## src/csv_pkg.sv

```systemverilog
// Shared constants for the 3x3 Cramer solver.
package csv_pkg;

    localparam int COEF_WIDTH_DEF = 24;
    localparam int FRAC_BITS_DEF  = 16;
    localparam int SOL_W          = 32;
    localparam int EPS_W          = 32;
    localparam logic [EPS_W-1:0] EPS_RESET = 32'd1;
    localparam int QUEUE_DEPTH    = 4;
    // quotient bits kept by the divider: result width plus one for the rail checks
    localparam int Q_BITS         = SOL_W + 1;

endpackage

```

## src/csv_queue.sv

```systemverilog
// Small FIFO between front and back ends.
module csv_queue #(
    parameter int W     = 8,
    parameter int DEPTH = csv_pkg::QUEUE_DEPTH
) (
    input  logic         clk,
    input  logic         rst_n,
    input  logic         push,
    input  logic         pop,
    input  logic [W-1:0] wdata,
    output logic [W-1:0] rdata,
    output logic         full,
    output logic         empty
);
    localparam int AW = (DEPTH > 1) ? $clog2(DEPTH) : 1;
    localparam int CNT_W = $clog2(DEPTH + 1);

    logic [W-1:0]     mem [DEPTH];
    logic [AW-1:0]    wr_ptr_reg, rd_ptr_reg;
    logic [CNT_W-1:0] cnt_reg;

    function automatic logic [AW-1:0] bump(input logic [AW-1:0] p);
        return (p == AW'(DEPTH - 1)) ? '0 : p + 1'b1;
    endfunction

    always_ff @(posedge clk or negedge rst_n)
    begin
        if (!rst_n)
        begin
            wr_ptr_reg <= '0;
            rd_ptr_reg <= '0;
            cnt_reg    <= '0;
        end
        else
        begin
            if (push)
            begin
                wr_ptr_reg <= bump(wr_ptr_reg);
            end
            if (pop)
            begin
                rd_ptr_reg <= bump(rd_ptr_reg);
            end
            if (push && !pop)
            begin
                cnt_reg <= cnt_reg + 1'b1;
            end
            else if (pop && !push)
            begin
                cnt_reg <= cnt_reg - 1'b1;
            end
        end
    end

    always_ff @(posedge clk)
    begin
        if (push)
        begin
            mem[wr_ptr_reg] <= wdata;
        end
    end

    assign rdata = mem[rd_ptr_reg];
    assign full  = (cnt_reg == CNT_W'(DEPTH));
    assign empty = (cnt_reg == '0);

    property p_no_overflow;
        @(posedge clk) disable iff (!rst_n) push |-> !full;
    endproperty
    a_no_overflow: assert property (p_no_overflow) else $error("queue overflow");

    property p_no_underflow;
        @(posedge clk) disable iff (!rst_n) pop |-> !empty;
    endproperty
    a_no_underflow: assert property (p_no_underflow) else $error("queue underflow");

endmodule

```

## config.mk

```make
export PLATFORM = sky130hd
export DESIGN_NAME = csv_queue
export DESIGN_NICKNAME = d
export VERILOG_FILES = /design/src/csv_pkg.sv /design/src/csv_queue.sv
export SDC_FILE = /design/constraint.sdc
export NUM_CORES = 1
export LEC_CHECK = 0
export BUFFER_PORTS_ARGS = -buffer_cell sky130_fd_sc_hd__clkbuf_2
export CAP_MARGIN = 30
export CORE_ASPECT_RATIO = 1.2
export CORE_MARGIN = 3
export CORE_UTILIZATION = 53
export CTS_CLUSTER_DIAMETER = 50
export DETAILED_ROUTE_END_ITERATION = 8
export GPL_ROUTABILITY_DRIVEN = 1
export PLACE_DENSITY = 0.75
export SLEW_MARGIN = 0
export SYNTH_ARGS = -nofsm -noshare
export SYNTH_HDL_FRONTEND = slang
export SYNTH_SLANG_ARGS = --single-unit
```

## constraint.sdc

```tcl
create_clock -name clk -period 1.6 [get_ports clk]
set_input_delay 0.16 -clock clk [delete_from_list [all_inputs] [get_ports clk]]
set_output_delay 0.16 -clock clk [all_outputs]
set_load 0.01 [all_outputs]
```

==> results.yml <==
status:
  status: "complete, but fails checks"
  violations: "setup timing"
sta:
  max_slew.worst_pin.slew_ps: 438
  fin_worst_skew_ps: 7.87
  period_share_pct: 105
  slew_viol_final: 0
  finalSetupViolCount: 8
  finalHoldViolCount: 0
  relSlewSlack_pct: 70.8
  fmax_mhz: 595
  grt_setup_unrepaired: "true"
  finalCriticalPeriod_ps: 1680
  worst_slack_ps: -81.7
power_and_ir_drop:
  ir_drop_uv: 1060
  power_frac_seq_pct: 51.2
  power.total_uw: 2900
  p_int_uw: 2000
  comb_power_share_pct: 32.8
  switchingPower_uw: 899
  cellPowerDensity_nw_per_um2: 1610
  sw_frac_of_total_pct: 31.0
  clockPowerShare_pct: 16.0
  power_leakage_uw: 0.000687
drt:
  wl_mm: 2.34
  vias_per_cell: 5.36
  drc: 0
  num_vias: 777
  antenna_left: 0
  drt_iter0_markers: 13
  first_pass_iters: 4
  wl_per_cell_um: 16.1
placed_design:
  place.gp.congestion: 0.704
  dp_cells: 136
  hpwl_mm: 1.65
  io_buffer_count: 21
worst_setup_path:
  critPathLaunchType: "flip-flop"
  crit_family: "multiplexers"
  worstSetupPathType: "flip-flop to primary output"
  cp_num_buf_inv: 2
  cp_max_fo: 6
  cp_num_cells: 3
  reg2reg_depth: 3
  worst_setup_path_end_kind: "primary output"
  cp_slowest_cell: "mux4_2"
  worstPathArrival_ps: 1520
  worstPathRequired_ps: 1440
  path_cells: "buf_6 -> mux4_2 -> clkbuf_2"
  max_stage_delay_ps: 510
die:
  dieArea_um2: 3650
  core.rowCount: 21
  coreArea_um2: 2810
  io_pins: 22
  die_y_um: 65.6
  initial_core_util_pct: 55.9
  die_x_um: 55.7
clock_network:
  post_cts.repair.setup_buffers: 0
  clkTransAtPathRegs_ps: 120
  clockBufferDepth: 2
  cts_tree: "yes"
  cts.sinks: 39
  clock_latency_ps: 340
  numCtsBuffers: 5
  root_buffer: "clkbuf_4"
  htreeDepth: 2
logic_synthesis:
  synth_cell_types: 18
  synth_area_um2: 1570
  ys_warn_count: 0
  yosysSeqAreaShare_pct: 72.4
  postSynthAreaPerCell_um2: 19.9
  syn-instance-count: 79
  syn-num-nets: 98
  synth_seq_cells: 39
cells_and_area:
  final_util_pct: 64.0
  diodes: 0
  largest_reg_flops: 32
  synthToLayoutAreaGrowth_pct: 14.5
  drive_gt1_share_pct: 37.8
  finalNonFillerCells: 145
  nNetsFinal: 129
  layout_commonest_cell: "edfxtp_1"
  mostFrequentLayoutCells: "edfxtp_1, clkbuf_2, mux4_2"
global_route:
  met3_usage_pct: 4.72
  grt-busiest-layer: "met2"
  grt_first_pass_wirelength_mm: 3.97
  grtUsageMet2_pct: 24.9
  grt_max_degree: 13
  antenna_found_initial: 0
  overflow: 0
  grt_pass1_vias: 827
  grtUsageTotal_pct: 15.3
  use_met1_pct: 17.9
min_path:
  min_delay_path_depth: 1
  hp-class: "input port to flip-flop"
job:
  maxCapViolCount: 0
-- metal layers --
metal	share of wire, %	up-vias
met4	2.6	0
met1	42	387
met5	0	-
met2	52	20
met3	4.2	7
li1	-	363
-- stage by stage --
stage	instance area, µm²	TNS, ps	hold slack [ps]	setup slack, ps
3_3_place_gp	1730	0	6.02	205
5_1_grt	1800	-987	14.1	-140
3_5_place_dp	1730	0	10.6	120
4_1_cts	1800	-708	14.8	-110
2_1_floorplan	1570	0	-136	305
6_report	1800	-475	28.6	-81.7
-- synthesized netlist by cell type --
cell | number | area share, %
mux2_2 | 3 | 2.2
ha_1 | 6 | 4.8
nand2_1 | 1 | 0.24
dfrtp_1 | 7 | 11
o21ai_0 | 2 | 0.64
nor3_1 | 1 | 0.32
xor2_1 | 2 | 1.1
nor3b_1 | 1 | 0.48
and2_1 | 4 | 1.6
mux4_2 | 8 | 11
nand3_1 | 1 | 0.32
inv_1 | 5 | 1.2
fa_1 | 1 | 1.3
buf_2 | 1 | 0.32
nor2_1 | 2 | 0.48
edfxtp_1 | 32 | 61
xnor2_1 | 1 | 0.56
buf_6 | 1 | 0.72
-- power by group through the flow --
stage / combinational (µW) / sequential (µW) / clock, µW
after global routing: 1060 / 1520 / 529
after CTS: 980 / 1490 / 482
after detailed placement: 967 / 1510 / 0
after global placement: 938 / 1500 / 0
after floorplan: 695 / 1440 / 0
final: 951 / 1490 / 464
-- cell type report --
class	count	area (µm²)
inverters	5	18.8
repair buffers	26	149
clock inverters	3	15.0
clock buffers	5	37.5
multi-input cells	33	399
well taps	34	42.5
fillers	204	1010
flip-flops and latches	39	1140
-- worst reg2reg max path, stage by stage, from the launching register on --
cell     delay, ps
dfrtp_1        430
inv_1          130
ha_1           150
and2_1         390
-- logic make-up (layout without fill, tap and decap cells) --
kind of cell    after synthesis  after routing  share of synthesized area (%)
mux                          11             11                           13.6
buf+inv                       7             39                           2.23
flops                        39             39                           72.4
xor+xnor                      3              3                           1.67
simple gates                 10             10                           3.43
compound gates                2              2                          0.637
fa+ha+maj                     7              7                           6.06
-- what timing repair did --
action | 4_1_cts | 5_1_grt
setup endpoints to repair | 8 | 8
hold buffers | 1 | 0
pin swaps | 0 | 0
resized for setup | 1 | 0
endpoints found under the hold margin | 7 | 0
-- path summary, 6_finish.rpt --
check / startpoint / end / slack [ps]
max reg2reg: wr_ptr_reg[0]$_DFFE_PN0P_ / mem[2][3]$_DFFE_PP_ / 160
min: wdata[7] / mem[0][7]$_DFFE_PP_ / 30
max: rd_ptr_reg[0]$_DFFE_PN0P_ / rdata[4] / -80
min in group asynchronous: rst_n / cnt_reg[2]$_DFFE_PN0P_ / 180
min reg2reg: cnt_reg[2]$_DFFE_PN0P_ / cnt_reg[2]$_DFFE_PN0P_ / 510
max in group asynchronous: rst_n / rd_ptr_reg[0]$_DFFE_PN0P_ / 1250
(Power assumes the default switching activity.)
